**config.mk**
```make
export PLATFORM = sky130hd
export DESIGN_NAME = json_token_lexer_flat
export DESIGN_NICKNAME = d
export VERILOG_FILES = /design/src/design/jtl_pkg.sv /design/src/design/jtl_byte_if.sv /design/src/design/jtl_token_if.sv /design/src/design/jtl_core.sv /design/src/design/jtl_res_fifo.sv /design/src/design/json_token_lexer.sv /design/src/flat_wrapper.sv
export SDC_FILE = /design/constraint.sdc
export NUM_CORES = 1
export LEC_CHECK = 0
export ABC_AREA = 0
export BUFFER_PORTS_ARGS = -buffer_cell sky130_fd_sc_hd__buf_2
export CAP_MARGIN = 5
export CORE_MARGIN = 5
export CORE_UTILIZATION = 50
export DETAILED_ROUTE_END_ITERATION = 7
export PLACE_DENSITY = 0.77
export RECOVER_POWER = 50
export REMOVE_ABC_BUFFERS = 1
export SYNTH_ARGS = -nofsm -noshare
export SYNTH_HDL_FRONTEND = slang
export SYNTH_SLANG_ARGS = --single-unit
```
**constraint.sdc**
```tcl
create_clock -name clk -period 18.72 [get_ports clk]
set_clock_uncertainty 0.05 [all_clocks]
set_input_delay 5.616 -clock clk [delete_from_list [all_inputs] [get_ports clk]]
set_output_delay 5.616 -clock clk [all_outputs]
set_load 0.01 [all_outputs]
```
**src/design/jtl_pkg.sv**
```systemverilog
`default_nettype none

package jtl_pkg;

	localparam int LENGTH_WIDTH_DEF = 16;
	localparam int FIFO_DEPTH = 4;
	localparam int FIFO_PTR_W = $clog2(FIFO_DEPTH);
	localparam int FIFO_CNT_W = $clog2(FIFO_DEPTH + 1);

	localparam logic [7:0] CH_SPACE = 8'h20;
	localparam logic [7:0] CH_LF = 8'h0A;
	localparam logic [7:0] CH_CR = 8'h0D;
	localparam logic [7:0] CH_TAB = 8'h09;
	localparam logic [7:0] CH_QUOTE = 8'h22;
	localparam logic [7:0] CH_BSLASH = 8'h5C;
	localparam logic [7:0] CH_LBRACKET = 8'h5B;
	localparam logic [7:0] CH_RBRACKET = 8'h5D;
	localparam logic [7:0] CH_LBRACE = 8'h7B;
	localparam logic [7:0] CH_RBRACE = 8'h7D;
	localparam logic [7:0] CH_COLON = 8'h3A;
	localparam logic [7:0] CH_COMMA = 8'h2C;
	localparam logic [7:0] CH_ZERO = 8'h30;
	localparam logic [7:0] CH_NINE = 8'h39;
	localparam logic [7:0] CH_LOWER_N = 8'h6E;
	localparam logic [7:0] CH_LOWER_R = 8'h72;

	localparam int KW_TRUE_IDX = 0;
	localparam int KW_FALSE_IDX = 1;
	localparam int KW_NULL_IDX = 2;
	localparam int KW_TRUE_LEN = 4;
	localparam int KW_FALSE_LEN = 5;
	localparam int KW_NULL_LEN = 4;

	typedef enum logic [3:0] {
		KIND_LBRACKET = 4'd0,
		KIND_RBRACKET = 4'd1,
		KIND_LBRACE = 4'd2,
		KIND_RBRACE = 4'd3,
		KIND_STRING = 4'd4,
		KIND_NUMBER = 4'd5,
		KIND_NULL = 4'd6,
		KIND_TRUE = 4'd7,
		KIND_FALSE = 4'd8,
		KIND_COLON = 4'd9,
		KIND_COMMA = 4'd10,
		KIND_ILLEGAL = 4'd11,
		KIND_UNCLOSED = 4'd12,
		KIND_STRBYTE = 4'd13
	} kind_t;

	typedef enum logic [1:0] {
		MODE_IDLE = 2'd0,
		MODE_WORD = 2'd1,
		MODE_STR = 2'd2,
		MODE_ESC = 2'd3
	} mode_t;

	typedef struct packed {
		kind_t kind;
		logic [7:0] char_value;
		logic [15:0] token_length;
		logic [63:0] number_value;
		logic last_in_run;
	} result_t;

	// Results produced by one byte, in order: r0 first, then r1.
	typedef struct packed {
		logic [1:0] n;
		result_t r0;
		result_t r1;
	} push_t;

	function automatic logic is_space(input logic [7:0] b);
		return (b == CH_SPACE) || (b == CH_LF) || (b == CH_CR) || (b == CH_TAB);
	endfunction

	function automatic logic is_punct(input logic [7:0] b);
		return (b == CH_LBRACKET) || (b == CH_RBRACKET) || (b == CH_LBRACE) ||
			(b == CH_RBRACE) || (b == CH_COLON) || (b == CH_COMMA);
	endfunction

	function automatic kind_t punct_kind(input logic [7:0] b);
		kind_t k;
		case (b)
			CH_LBRACKET: k = KIND_LBRACKET;
			CH_RBRACKET: k = KIND_RBRACKET;
			CH_LBRACE: k = KIND_LBRACE;
			CH_RBRACE: k = KIND_RBRACE;
			CH_COLON: k = KIND_COLON;
			CH_COMMA: k = KIND_COMMA;
			default: k = KIND_ILLEGAL;
		endcase
		return k;
	endfunction

	// Character of a keyword at a given position; zero past its end.
	function automatic logic [7:0] kw_char(input int idx, input logic [2:0] pos);
		logic [39:0] text;
		case (idx)
			KW_TRUE_IDX: text = {"true", 8'h00};
			KW_FALSE_IDX: text = "false";
			default: text = {"null", 8'h00};
		endcase
		case (pos)
			3'd0: return text[39:32];
			3'd1: return text[31:24];
			3'd2: return text[23:16];
			3'd3: return text[15:8];
			3'd4: return text[7:0];
			default: return 8'h00;
		endcase
	endfunction

endpackage

`default_nettype wire

```
**src/design/jtl_byte_if.sv**
```systemverilog
`default_nettype none

interface jtl_byte_if;
	logic valid;
	logic ready;
	logic [7:0] byte_value;
	logic end_of_input;

	modport source(output valid, output byte_value, output end_of_input, input ready);
	modport sink(input valid, input byte_value, input end_of_input, output ready);
endinterface

`default_nettype wire

```
**src/design/jtl_token_if.sv**
```systemverilog
`default_nettype none

interface jtl_token_if;
	logic valid;
	logic ready;
	logic [3:0] token_kind;
	logic [7:0] char_value;
	logic [15:0] token_length;
	logic [63:0] number_value;
	logic last_in_run;

	modport source(output valid, output token_kind, output char_value, output token_length,
		output number_value, output last_in_run, input ready);
	modport sink(input valid, input token_kind, input char_value, input token_length,
		input number_value, input last_in_run, output ready);
endinterface

`default_nettype wire

```
**src/design/jtl_core.sv**
```systemverilog
`default_nettype none

module jtl_core import jtl_pkg::*; #(
	parameter int LENGTH_WIDTH = LENGTH_WIDTH_DEF
) (
	input wire logic clk,
	input wire logic arst_n,
	jtl_byte_if.sink byte_in,
	input wire logic room,
	output push_t push
);

	localparam int LW = LENGTH_WIDTH;
	localparam int WW = (LW > 16) ? LW : 16;
	localparam logic [LW-1:0] LEN_MAX = '1;

	logic valid_s1;
	logic [7:0] byte_s1;
	logic eoi_s1;

	mode_t mode_q;
	logic [LW-1:0] len_q;
	logic [63:0] acc_q;
	logic dig_q;
	logic [2:0] kw_q;

	mode_t a_mode, d_mode;
	logic [LW-1:0] a_len, d_len;
	logic [63:0] a_acc, d_acc;
	logic a_dig, d_dig;
	logic [2:0] a_kw, d_kw;

	logic fire;
	logic b_space, b_punct, b_quote, b_bslash, b_term, b_digit;
	logic [LW-1:0] len_inc;
	logic [63:0] wb_acc;
	logic wb_dig;
	logic [2:0] wb_kw;
	logic [7:0] esc_char;
	result_t punct_res, cw_cur, cw_after;
	result_t res0, res1;
	logic [1:0] res_n;

	function automatic logic [15:0] sat16(input logic [LW-1:0] len);
		logic [WW-1:0] w;
		w = WW'(len);
		return (w > WW'(16'hFFFF)) ? 16'hFFFF : w[15:0];
	endfunction

	function automatic result_t mk(input kind_t k, input logic [7:0] ch,
		input logic [15:0] len, input logic [63:0] num);
		result_t r;
		r.kind = k;
		r.char_value = ch;
		r.token_length = len;
		r.number_value = num;
		r.last_in_run = 1'b0;
		return r;
	endfunction

	function automatic logic kw_ok(input int idx, input int kw_len, input logic [LW-1:0] len,
		input logic [7:0] b);
		logic short;
		short = len < LW'(kw_len);
		return short && (kw_char(idx, len[2:0]) == b);
	endfunction

	function automatic result_t close_word(input logic [LW-1:0] len, input logic dig,
		input logic [2:0] kw, input logic [63:0] acc);
		kind_t k;
		k = dig ? KIND_NUMBER : KIND_ILLEGAL;
		if (kw[KW_TRUE_IDX] && (len == LW'(KW_TRUE_LEN))) k = KIND_TRUE;
		if (kw[KW_FALSE_IDX] && (len == LW'(KW_FALSE_LEN))) k = KIND_FALSE;
		if (kw[KW_NULL_IDX] && (len == LW'(KW_NULL_LEN))) k = KIND_NULL;
		return mk(k, 8'h00, sat16(len), (k == KIND_NUMBER) ? acc : 64'h0);
	endfunction

	assign fire = valid_s1 && room;
	assign byte_in.ready = !valid_s1 || fire;

	always_ff @(posedge clk or negedge arst_n) begin
		if (!arst_n) begin
			valid_s1 <= 1'b0;
		end else if (byte_in.ready) begin
			valid_s1 <= byte_in.valid;
		end
	end

	always_ff @(posedge clk) begin
		if (byte_in.valid && byte_in.ready) begin
			byte_s1 <= byte_in.byte_value;
			eoi_s1 <= byte_in.end_of_input;
		end
	end

	always_ff @(posedge clk or negedge arst_n) begin
		if (!arst_n) begin
			mode_q <= MODE_IDLE;
			len_q <= '0;
			acc_q <= 64'h0;
			dig_q <= 1'b1;
			kw_q <= 3'b111;
		end else if (fire) begin
			mode_q <= d_mode;
			len_q <= d_len;
			acc_q <= d_acc;
			dig_q <= d_dig;
			kw_q <= d_kw;
		end
	end

	assign b_space = is_space(byte_s1);
	assign b_punct = is_punct(byte_s1);
	assign b_quote = byte_s1 == CH_QUOTE;
	assign b_bslash = byte_s1 == CH_BSLASH;
	assign b_term = b_space || b_punct || b_quote;
	assign b_digit = (byte_s1 >= CH_ZERO) && (byte_s1 <= CH_NINE);
	assign len_inc = (len_q == LEN_MAX) ? len_q : len_q + LW'(1);

	// Times ten is a pair of shifts; no multiplier is needed.
	assign wb_acc = b_digit ? (acc_q << 3) + (acc_q << 1) + 64'(byte_s1[3:0]) : acc_q;
	assign wb_dig = dig_q && b_digit;
	assign wb_kw[KW_TRUE_IDX] = kw_q[KW_TRUE_IDX] && kw_ok(KW_TRUE_IDX, KW_TRUE_LEN, len_q, byte_s1);
	assign wb_kw[KW_FALSE_IDX] = kw_q[KW_FALSE_IDX] &&
		kw_ok(KW_FALSE_IDX, KW_FALSE_LEN, len_q, byte_s1);
	assign wb_kw[KW_NULL_IDX] = kw_q[KW_NULL_IDX] && kw_ok(KW_NULL_IDX, KW_NULL_LEN, len_q, byte_s1);

	assign esc_char = (byte_s1 == CH_LOWER_N) ? CH_LF :
		((byte_s1 == CH_LOWER_R) ? CH_CR : byte_s1);

	assign punct_res = mk(punct_kind(byte_s1), byte_s1, 16'd1, 64'h0);
	assign cw_cur = close_word(len_q, dig_q, kw_q, acc_q);
	assign cw_after = close_word(a_len, a_dig, a_kw, a_acc);

	// Next state. The idle mode always holds cleared run state, so a word
	// that starts from idle builds on the current registers directly.
	always_comb begin
		a_mode = mode_q;
		a_len = len_q;
		a_acc = acc_q;
		a_dig = dig_q;
		a_kw = kw_q;
		case (mode_q)
			MODE_IDLE: begin
				if (b_quote) begin
					a_mode = MODE_STR;
				end else if (!b_space && !b_punct) begin
					a_mode = MODE_WORD;
					a_len = len_inc;
					a_acc = wb_acc;
					a_dig = wb_dig;
					a_kw = wb_kw;
				end
			end
			MODE_WORD: begin
				if (b_term) begin
					a_mode = b_quote ? MODE_STR : MODE_IDLE;
					a_len = '0;
					a_acc = 64'h0;
					a_dig = 1'b1;
					a_kw = 3'b111;
				end else begin
					a_len = len_inc;
					a_acc = wb_acc;
					a_dig = wb_dig;
					a_kw = wb_kw;
				end
			end
			MODE_STR: begin
				if (b_quote) begin
					a_mode = MODE_IDLE;
					a_len = '0;
				end else if (b_bslash) begin
					a_mode = MODE_ESC;
				end else begin
					a_len = len_inc;
				end
			end
			default: begin
				a_mode = MODE_STR;
				a_len = len_inc;
			end
		endcase

		d_mode = a_mode;
		d_len = a_len;
		d_acc = a_acc;
		d_dig = a_dig;
		d_kw = a_kw;
		if (eoi_s1) begin
			d_mode = MODE_IDLE;
			d_len = '0;
			d_acc = 64'h0;
			d_dig = 1'b1;
			d_kw = 3'b111;
		end
	end

	// Results of the byte, at most two, in the order they are due.
	always_comb begin
		res_n = 2'd0;
		res0 = mk(KIND_ILLEGAL, 8'h00, 16'd0, 64'h0);
		res1 = res0;
		case (mode_q)
			MODE_IDLE: begin
				if (b_punct) begin
					res0 = punct_res;
					res_n = 2'd1;
				end
			end
			MODE_WORD: begin
				if (b_term) begin
					res0 = cw_cur;
					res_n = 2'd1;
					if (b_punct) begin
						res1 = punct_res;
						res_n = 2'd2;
					end
				end
			end
			MODE_STR: begin
				if (b_quote) begin
					res0 = mk(KIND_STRING, 8'h00, sat16(len_q), 64'h0);
					res_n = 2'd1;
				end else if (!b_bslash) begin
					res0 = mk(KIND_STRBYTE, byte_s1, 16'd0, 64'h0);
					res_n = 2'd1;
				end
			end
			default: begin
				res0 = mk(KIND_STRBYTE, esc_char, 16'd0, 64'h0);
				res_n = 2'd1;
			end
		endcase

		if (eoi_s1 && (a_mode != MODE_IDLE)) begin
			if (res_n == 2'd0) begin
				res0 = (a_mode == MODE_WORD) ? cw_after :
					mk(KIND_UNCLOSED, 8'h00, sat16(a_len), 64'h0);
			end else begin
				res1 = (a_mode == MODE_WORD) ? cw_after :
					mk(KIND_UNCLOSED, 8'h00, sat16(a_len), 64'h0);
			end
			res_n = res_n + 2'd1;
		end

		if (res_n == 2'd1) res0.last_in_run = 1'b1;
		if (res_n == 2'd2) res1.last_in_run = 1'b1;
	end

	assign push.n = fire ? res_n : 2'd0;
	assign push.r0 = res0;
	assign push.r1 = res1;

`ifndef SYNTHESIS
	a_eoi_clears: assert property (@(posedge clk) disable iff (!arst_n)
		fire && eoi_s1 |=> mode_q == MODE_IDLE && len_q == '0)
		else $error("run state not cleared after the final byte");
	a_idle_clean: assert property (@(posedge clk) disable iff (!arst_n)
		mode_q == MODE_IDLE |-> len_q == '0 && acc_q == 64'h0 && dig_q && kw_q == 3'b111)
		else $error("idle mode holds stale run state");
	a_push_bound: assert property (@(posedge clk) disable iff (!arst_n)
		push.n != 2'd3 && (push.n == 2'd0 || room))
		else $error("results pushed beyond the queue space");
`endif

endmodule

`default_nettype wire

```
**src/design/jtl_res_fifo.sv**
```systemverilog
`default_nettype none

module jtl_res_fifo import jtl_pkg::*; (
	input wire logic clk,
	input wire logic arst_n,
	input wire push_t push,
	output logic room,
	jtl_token_if.source token_out
);

	result_t mem_q [FIFO_DEPTH];
	logic [FIFO_PTR_W-1:0] wr_ptr_q, rd_ptr_q;
	logic [FIFO_CNT_W-1:0] count_q;
	logic rd;
	result_t head;

	// Two free entries are needed, as one byte may give two results.
	assign room = count_q <= FIFO_CNT_W'(FIFO_DEPTH - 2);
	assign rd = token_out.valid && token_out.ready;

	always_ff @(posedge clk or negedge arst_n) begin
		if (!arst_n) begin
			wr_ptr_q <= '0;
			rd_ptr_q <= '0;
			count_q <= '0;
		end else begin
			wr_ptr_q <= wr_ptr_q + FIFO_PTR_W'(push.n);
			rd_ptr_q <= rd_ptr_q + FIFO_PTR_W'(rd);
			count_q <= count_q + FIFO_CNT_W'(push.n) - FIFO_CNT_W'(rd);
		end
	end

	always_ff @(posedge clk) begin
		if (push.n != 2'd0) mem_q[wr_ptr_q] <= push.r0;
		if (push.n == 2'd2) mem_q[wr_ptr_q + FIFO_PTR_W'(1)] <= push.r1;
	end

	assign head = mem_q[rd_ptr_q];
	assign token_out.valid = count_q != '0;
	assign token_out.token_kind = head.kind;
	assign token_out.char_value = head.char_value;
	assign token_out.token_length = head.token_length;
	assign token_out.number_value = head.number_value;
	assign token_out.last_in_run = head.last_in_run;

`ifndef SYNTHESIS
	a_count_bound: assert property (@(posedge clk) disable iff (!arst_n)
		count_q <= FIFO_CNT_W'(FIFO_DEPTH))
		else $error("result queue count beyond its depth");
	a_no_overflow: assert property (@(posedge clk) disable iff (!arst_n)
		push.n != 2'd0 |-> count_q <= FIFO_CNT_W'(FIFO_DEPTH - 2))
		else $error("result queue written without space");
	a_ptr_gap: assert property (@(posedge clk) disable iff (!arst_n)
		FIFO_PTR_W'(count_q) == FIFO_PTR_W'(wr_ptr_q - rd_ptr_q))
		else $error("result queue pointers disagree with count");
`endif

endmodule

`default_nettype wire

```
**src/design/json_token_lexer.sv**
```systemverilog
`default_nettype none

// Streaming JSON lexer: takes one byte of text per item and gives token items
// on the output channel, in order. Each accepted byte is held in an input
// register until its results are formed there and written into a four-entry
// result queue, from which the output is read. A byte is accepted every cycle
// while the queue has two free entries; the sustained rate is one byte per
// cycle as long as bytes give at most one result each and the output is not
// held back, and the queue drain of one result per cycle, while the output is
// ready, sets the pace when bytes give two (a word closed by punctuation, or a
// byte that gives a result and ends the text while a run is still open). A byte
// that gives no result (whitespace, an opening quote, a backslash, a word byte)
// still passes through the input register like any other. LENGTH_WIDTH sets the
// width of the internal run-length counter; the reported length saturates at 65535.
module json_token_lexer import jtl_pkg::*; #(
	parameter int LENGTH_WIDTH = LENGTH_WIDTH_DEF
) (
	input wire logic clk,
	input wire logic arst_n,
	jtl_byte_if.sink byte_in,
	jtl_token_if.source token_out
);

	push_t push;
	logic room;

	jtl_core #(
		.LENGTH_WIDTH(LENGTH_WIDTH)
	) u_core (
		.clk(clk),
		.arst_n(arst_n),
		.byte_in(byte_in),
		.room(room),
		.push(push)
	);

	jtl_res_fifo u_fifo (
		.clk(clk),
		.arst_n(arst_n),
		.push(push),
		.room(room),
		.token_out(token_out)
	);

endmodule

`default_nettype wire

```
**src/flat_wrapper.sv**
```systemverilog
// flat-port wrapper written by rule: the top's interface ports become plain ports
module json_token_lexer_flat import jtl_pkg::*;
#(
	parameter int LENGTH_WIDTH = LENGTH_WIDTH_DEF
)
  (clk, arst_n, byte_in_valid, byte_in_byte_value, byte_in_end_of_input, byte_in_ready, token_out_valid, token_out_token_kind, token_out_char_value, token_out_token_length, token_out_number_value, token_out_last_in_run, token_out_ready);
  jtl_byte_if byte_in_i ();
  jtl_token_if token_out_i ();
  input wire logic clk;
  input wire logic arst_n;
  input wire logic [$bits(byte_in_i.valid)-1:0] byte_in_valid;
  input wire logic [$bits(byte_in_i.byte_value)-1:0] byte_in_byte_value;
  input wire logic [$bits(byte_in_i.end_of_input)-1:0] byte_in_end_of_input;
  output wire logic [$bits(byte_in_i.ready)-1:0] byte_in_ready;
  output wire logic [$bits(token_out_i.valid)-1:0] token_out_valid;
  output wire logic [$bits(token_out_i.token_kind)-1:0] token_out_token_kind;
  output wire logic [$bits(token_out_i.char_value)-1:0] token_out_char_value;
  output wire logic [$bits(token_out_i.token_length)-1:0] token_out_token_length;
  output wire logic [$bits(token_out_i.number_value)-1:0] token_out_number_value;
  output wire logic [$bits(token_out_i.last_in_run)-1:0] token_out_last_in_run;
  input wire logic [$bits(token_out_i.ready)-1:0] token_out_ready;
  assign byte_in_i.valid = byte_in_valid;
  assign byte_in_i.byte_value = byte_in_byte_value;
  assign byte_in_i.end_of_input = byte_in_end_of_input;
  assign byte_in_ready = byte_in_i.ready;
  assign token_out_valid = token_out_i.valid;
  assign token_out_token_kind = token_out_i.token_kind;
  assign token_out_char_value = token_out_i.char_value;
  assign token_out_token_length = token_out_i.token_length;
  assign token_out_number_value = token_out_i.number_value;
  assign token_out_last_in_run = token_out_i.last_in_run;
  assign token_out_i.ready = token_out_ready;
  json_token_lexer #(.LENGTH_WIDTH(LENGTH_WIDTH)) u_core (.clk(clk), .arst_n(arst_n), .byte_in(byte_in_i), .token_out(token_out_i));
endmodule
```
==> flow_summary.toml, run 1 <==
[status]
status = "finished with violations"
violations = "capacitance limit, slew limit"

[timing]
finalCritPeriodShare = 0.497
slew_headroom = -1.32
finalSetupTns_ps = 0
finalSetupViolations = 0
slew_violations = 697
hold_violations = 0
fmax_mhz = 107
tightest_slew_ps = 3480
rsz0062_at_grt = "false"
fin_crit_ps = 9310

[global_routing]
grt_pass1_wl_mm = 120
gr-total-overflow = 0
antenna_found_initial = 1
grt_pass1_vias = 20613
grt_max_degree = 70
grtUsageTotal = 0.253

[setup_path]
arrival_ps = 3650
reg2reg_to = "u_core.u_fifo.mem_q[1][78]"
cp-start-kind = "register"
slowest_stage = "dfrtp_4"
path_max_fanout = 40
reg2reg_slack_ps = 9500
critPathKind = "reg -> out"
endpoint_kind = "primary output"
reg2reg_from = "u_core.u_core.byte_s1[4]"
path_common_cell = "buf_4"
crit_chain = "buf_4 -> buf_4 -> mux4_2 -> buf_2"
slowest_delay_ps = 800
worst_ep_required_time_ps = 13050
r2r_cells = 13

[placement]
dpl-instance-area_mm2 = 0.0281
gp_congestion = 0.987
numPortBuffers = 107
dpl.cell_count = 3112
hpwl_mm = 49.9

[clock_tree]
htreeDepth = 2
cts_tree = "yes"
clockBufferDepth = 3
cts_sinks = 475
ctsHoldBuffers = 0
cts-resized-gates = 0
numCtsBuffers = 50
path_clk_slew_ps = 60
clockRootBuffer = "clkbuf_16"
clk-insertion-delay-late_ps = 590
postCtsSetupBuffers = 0

[detailed_routing]
routedWlPerCell_um = 23.9
via_count = 20862
vias_per_cell = 6.51
drtPass1Iterations = 6
drtIter0Drc = 2361
routed_wl_mm = 76.6
antenna_left = 0
drc_errors = 0

[hold_path]
hold_path_end = "u_core.u_core.acc_q[63]"
holdPathStages = 1
min-delay-start = "u_core.u_core.acc_q[63]"
hold_class = "reg -> reg"

[die]
die_h_um = 243
die-area_mm2 = 0.0588
coreArea_mm2 = 0.0537
ios = 108
chipWidth_um = 243
start_util = 0.503
fp-row-count = 85

[cells_and_area]
syn2layout_area_growth_pct = 9.66
stdcell_area_mm2 = 0.0296
nets = 2618
layout-drive-gt1-share = 0.129
n_antenna_cell = 0
final_cells = 3204

[synth]
netlist_instances = 2451
synthFlopType = "edfxtp_1"
ys_seq_elements = 475
async_flop_share = 0.198
ys_top_cells_by_area = "edfxtp_1 (42%), dfrtp_1 (8.3%), mux4_2 (7.7%)"
synthesis.area_mm2 = 0.0270
synth_edf_count = 381
synth-seq-area-share = 0.510
avgSynthCellArea_um2 = 11.0
yosysWarningCount = 0
yosysUniqueCellTypes = 81
yosys.area.top_type = "edfxtp_1"
synth_top_area_frac = 0.423

[pwr]
p_leak_nw = 11.9
p_per_area_mw_per_mm2 = 127
ir_worst_vdd_v = 0.0000931

[job]
maxCapViolations = 18
==> Yosys cell counts, drive strengths merged (5+ instances only) <==
cell type	count
ha	134
a2111oi	5
a221oi	7
o211ai	12
mux2i	13
a22oi	74
nand2	180
nand3	48
o22ai	71
and2	14
and3	14
nor2	363
dfrtp	90
nor3	36
xor2	35
o21ai	176
o31a	5
a31oi	24
a21oi	124
nand2b	17
nor4	13
xnor2	34
a32oi	9
a21boi	5
o21a	6
or3	10
a22o	46
o21bai	13
or2	10
mux4	93
nand4b	5
clkbuf	136
a21o	46
inv	42
buf	40
or4	5
nand4	25
a211oi	14
edfxtp	381
==> layer usage <==
metal  track usage  up-vias  wire length [µm]
li1              -     9376                 -
met1         0.343    10308             30900
met2         0.415      999             36500
met3        0.0490      177              6670
met4        0.0853        2              2590
met5             0        -                13
==> flip-flops by register name, summed over array words and instances (netlist names) <==
register / count
u_core.u_fifo.count_q: 3
u_core.u_core.acc_q: 64
u_core.u_fifo.rd_ptr_q: 2
u_core.u_core.byte_s1: 8
u_core.u_core.len_q: 16
u_core.u_core.kw_q: 3
u_core.u_fifo.mem_q: 372
u_core.u_fifo.wr_ptr_q: 2
u_core.u_core.mode_q: 2
u_core.u_core.dig_q: 1
u_core.u_core.valid_s1: 1
u_core.u_core.eoi_s1: 1
==> metrics by stage <==
step	hold slack (ps)	utilization	setup WS (ps)	total power, W
2_1_floorplan	410	-	7190	0.00236
3_3_place_gp	427	0.524	10020	0.00273
3_5_place_dp	451	0.524	9950	0.00277
4_1_cts	464	0.554	9300	0.00378
5_1_grt	483	0.552	9080	0.00394
6_report	457	0.552	9410	0.00376
==> cell usage in the layout, fill, tap and decap left out, types with 9 or more instances in the layout <==
cell type	count
or3_1	10
dfrtp_1	88
nor2_1	360
o21ai_0	169
nand3_1	47
mux4_2	93
nand2b_1	17
o211ai_1	12
buf_4	19
a211oi_1	14
edfxtp_1	381
a31oi_1	24
nor4_1	13
xor2_1	35
ha_1	134
clkbuf_16	51
nor3_1	36
nand2_1	179
buf_2	104
a21o_1	46
and2_1	12
inv_1	42
o22ai_1	71
a21oi_1	119
a22oi_1	74
and3_1	13
clkbuf_1	24
clkinv_1	11
nand4_1	25
xnor2_1	34
o21bai_1	13
a32oi_1	9
a22o_1	46
mux2i_1	13
==> final cells by class <==
type                    count  area, µm²
flip-flops and latches    475      13800
repair buffers            141        731
fillers                  4462      24100
clock buffers              59       1330
multi-input cells        1757      12400
clock inverters            33        317
well taps                 696        871
inverters                  43        161
==> power by group <==
part	internal [W]	leakage [nW]	switching (W)
Sequential	0.00140	4.79	0.000144
Combinational	0.000468	6.36	0.000745
Clock	0.000577	0.791	0.000426
==> cell families (layout without fill, tap and decap cells) <==
family	after synthesis	after routing	share of synthesized area
buffers and inverters	219	276	0.0306
xor gates and xnor gates	69	69	0.0224
AOI/OAI and AO/OA	679	679	0.164
muxes	110	110	0.0840
adders and majority gates	137	137	0.0642
and+or+nand+nor	762	762	0.125
DFF	475	475	0.510
==> worst max-delay path: cells and delay by family, from the launching register on <==
kind                   cells  cell delay (ps)
DFF                        1              800
buffers and inverters      3             1530
muxes                      1              620
==> worst max-delay path by stage <==
stage	start	endpoint	slack, ps
floorplan	u_core.u_core.byte_s1[4]	u_core.u_fifo.mem_q[1][71]	7190
global placement	u_core.u_fifo.rd_ptr_q[0]	token_out_number_value[63]	10020
detailed placement	u_core.u_fifo.rd_ptr_q[0]	token_out_number_value[42]	9950
CTS	u_core.u_fifo.rd_ptr_q[0]	token_out_number_value[42]	9300
global route	u_core.u_fifo.rd_ptr_q[0]	token_out_number_value[42]	9080
finish	u_core.u_fifo.rd_ptr_q[0]	token_out_number_value[42]	9410
Power figures use the tool's default switching activity.
==> run 2: changes to the inputs <==
- clock period: 18.72 -> 8.7 ns (I/O delays scaled with it)
==> run 2 against run 1 <==
Clock power up 120%. Sequential power up 110%. Worst hold slack worse by 12 ps. Final area increased by 0.16%. The flow still finishes with violations (capacitance limit, slew limit). Die area did not move. Final cell count about the same. Sequential share of layout area fell by 0.087 points.
==> flow_summary.toml, run 2 (synthesis gave the netlist of run 1 again) <==
[job]
maxCapViolations = 14

[placement]
post-place-ws_ps = 2790
numPortBuffers = 107
dpl.cell_count = 3108
hpwl_mm = 48.5
gp_congestion = 0.973

[die]
die-area_mm2 = 0.0588
die_h_um = 243
start_util = 0.503
ios = 108
fp-row-count = 85
coreArea_mm2 = 0.0537
chipWidth_um = 243

[pwr]
pwr-share-comb = 0.323
p_switching_w = 0.00285
swShare = 0.349
pwr-share-seq = 0.403
totalPowerFinal_w = 0.00817
ir_worst_vdd_v = 0.000200
p_per_area_mw_per_mm2 = 275
p_leak_nw = 12.0
clockPowerShare = 0.274
p_int_w = 0.00531

[global_routing]
grt_max_degree = 73
grt_pass1_vias = 20817
antenna_found_initial = 1
grt_pass1_wl_mm = 119
grtUsageTotal = 0.251
gr-total-overflow = 0

[timing]
finalSetupTns_ps = 0
finalCritPeriodShare = 0.811
setup_ws_ps = 1650
slew_violations = 530
slew_headroom = -0.996
fin_crit_ps = 7050
tightest_slew_ps = 2990
rsz0062_at_grt = "false"
fmax_mhz = 142
finalSetupViolations = 0
hold_violations = 0

[setup_path]
cp-start-kind = "register"
cp_top_family = "simple AND/OR/NAND/NOR gates"
r2r_cells = 13
worst_ep_required_time_ps = 8870
slowest_stage = "and3_1"
reg2reg_slack_ps = 1650
arrival_ps = 7230
endpoint_kind = "register"
critPathKind = "reg -> reg"
slowest_delay_ps = 2250
reg2reg_to = "u_core.u_fifo.mem_q[0][77]"
path_max_fanout = 61
reg2reg_from = "u_core.u_core.byte_s1[4]"
cp_num_buf_inv = 1
crit_chain = "or4b_1 -> or4_1 -> nand4_1 -> a21oi_1 -> a31oi_1 -> inv_1 -> ha_1 -> a31oi_1 -> nor2_1 -> and3_1 -> nor2_1 -> a21oi_2 -> o22ai_1"

[detailed_routing]
antenna_left = 0
vias_per_cell = 6.50
routed_wl_mm = 75.3
drtPass1Iterations = 8
via_count = 20811
drtIter0Drc = 2197
drc_errors = 0
routedWlPerCell_um = 23.5

[hold_path]
hold_path_end = "u_core.u_fifo.count_q[2]"
holdPathStages = 1
hold_class = "reg -> reg"
min-delay-start = "u_core.u_fifo.count_q[2]"

[clock_tree]
cts_tree = "yes"
numCtsBuffers = 50
cts-resized-gates = 0
htreeDepth = 2
path_clk_slew_ps = 60
ctsHoldBuffers = 0
clockRootBuffer = "clkbuf_16"
clk-insertion-delay-late_ps = 600
postCtsSetupBuffers = 0
cts_sinks = 475
clockBufferDepth = 3

[cells_and_area]
finish.utilization = 0.553
most-common-layout-cells = "edfxtp_1 (381), nor2_1 (360), nand2_1 (179), o21ai_0 (167), ha_1 (134)"
fillers = 4510
top_regs = "u_core.u_fifo.mem_q (372), u_core.u_core.acc_q (64), u_core.u_core.len_q (16)"
largest_reg_flops = 372
final_cells = 3201
n_antenna_cell = 0
nets = 2614
final_common_cell = "edfxtp_1"
largest-register = "u_core.u_fifo.mem_q"
layout-drive-gt1-share = 0.129
syn2layout_area_growth_pct = 9.84

[status]
violations = "capacitance limit, slew limit"
status = "finished with violations"
==> run 2: cell types whose count changed in the layout (fill, tap and decap cells not counted), moves of 2 or more <==
| cell | change |
|---|---|
| bufinv_16 | +2 |
| o21ai_1 | +2 |
| clkinv_2 | +4 |
| and2_1 | -6 |
| buf_2 | -7 |
| and2_0 | +6 |
| clkbuf_2 | +2 |
| o21ai_0 | -2 |
| clkinv_1 | -6 |
==> run 2: layout make-up <==
type / count / area [µm²] / area share
inverters: 43 / 161 / 0.00544
flip-flops and latches: 475 / 13800 / 0.465
well taps: 696 / 871 / 0.0293
multi-input cells: 1757 / 12400 / 0.418
clock buffers: 62 / 1350 / 0.0454
clock inverters: 31 / 358 / 0.0121
repair buffers: 137 / 729 / 0.0246
==> run 2: how the worst max path moves through the flow <==
stage	from	end	slack (ps)	cells past startpoint
2_1_floorplan	u_core.u_core.byte_s1[4]	u_core.u_fifo.mem_q[1][71]	-2830	10
3_3_place_gp	u_core.u_core.byte_s1[4]	u_core.u_fifo.mem_q[2][69]	2990	14
3_5_place_dp	u_core.u_core.byte_s1[4]	u_core.u_fifo.mem_q[2][76]	2790	14
4_1_cts	u_core.u_core.byte_s1[4]	u_core.u_fifo.mem_q[2][76]	2750	14
5_1_grt	u_core.u_core.byte_s1[4]	u_core.u_fifo.mem_q[0][77]	1290	13
6_report	u_core.u_core.byte_s1[4]	u_core.u_fifo.mem_q[0][77]	1650	13
==> run 2: layer usage <==
metal / up-vias / global-route usage / share of wire
met3: 137 / 0.0481 / 0.084
met1: 10325 / 0.343 / 0.41
met4: 2 / 0.0702 / 0.026
met5: - / 0 / 0.00017
met2: 999 / 0.414 / 0.48
li1: 9348 / - / -
==> run 2: power groups by stage <==
stage                     clock network (W)  logic, W  registers [W]
after floorplan                           0   0.00166        0.00341
after CTS                           0.00227   0.00268        0.00328
final                               0.00224   0.00264        0.00329
after global routing                0.00236   0.00285        0.00334
after global placement                    0   0.00264        0.00330
after detailed placement                  0   0.00267        0.00333
==> run 2: stage by stage <==
stage / instance area, µm² / hold WS [ps]
after floorplan: 26400 / 410
after global placement: 28100 / 426
after detailed placement: 28100 / 433
after CTS: 29800 / 447
after global routing: 29700 / 474
final: 29700 / 445
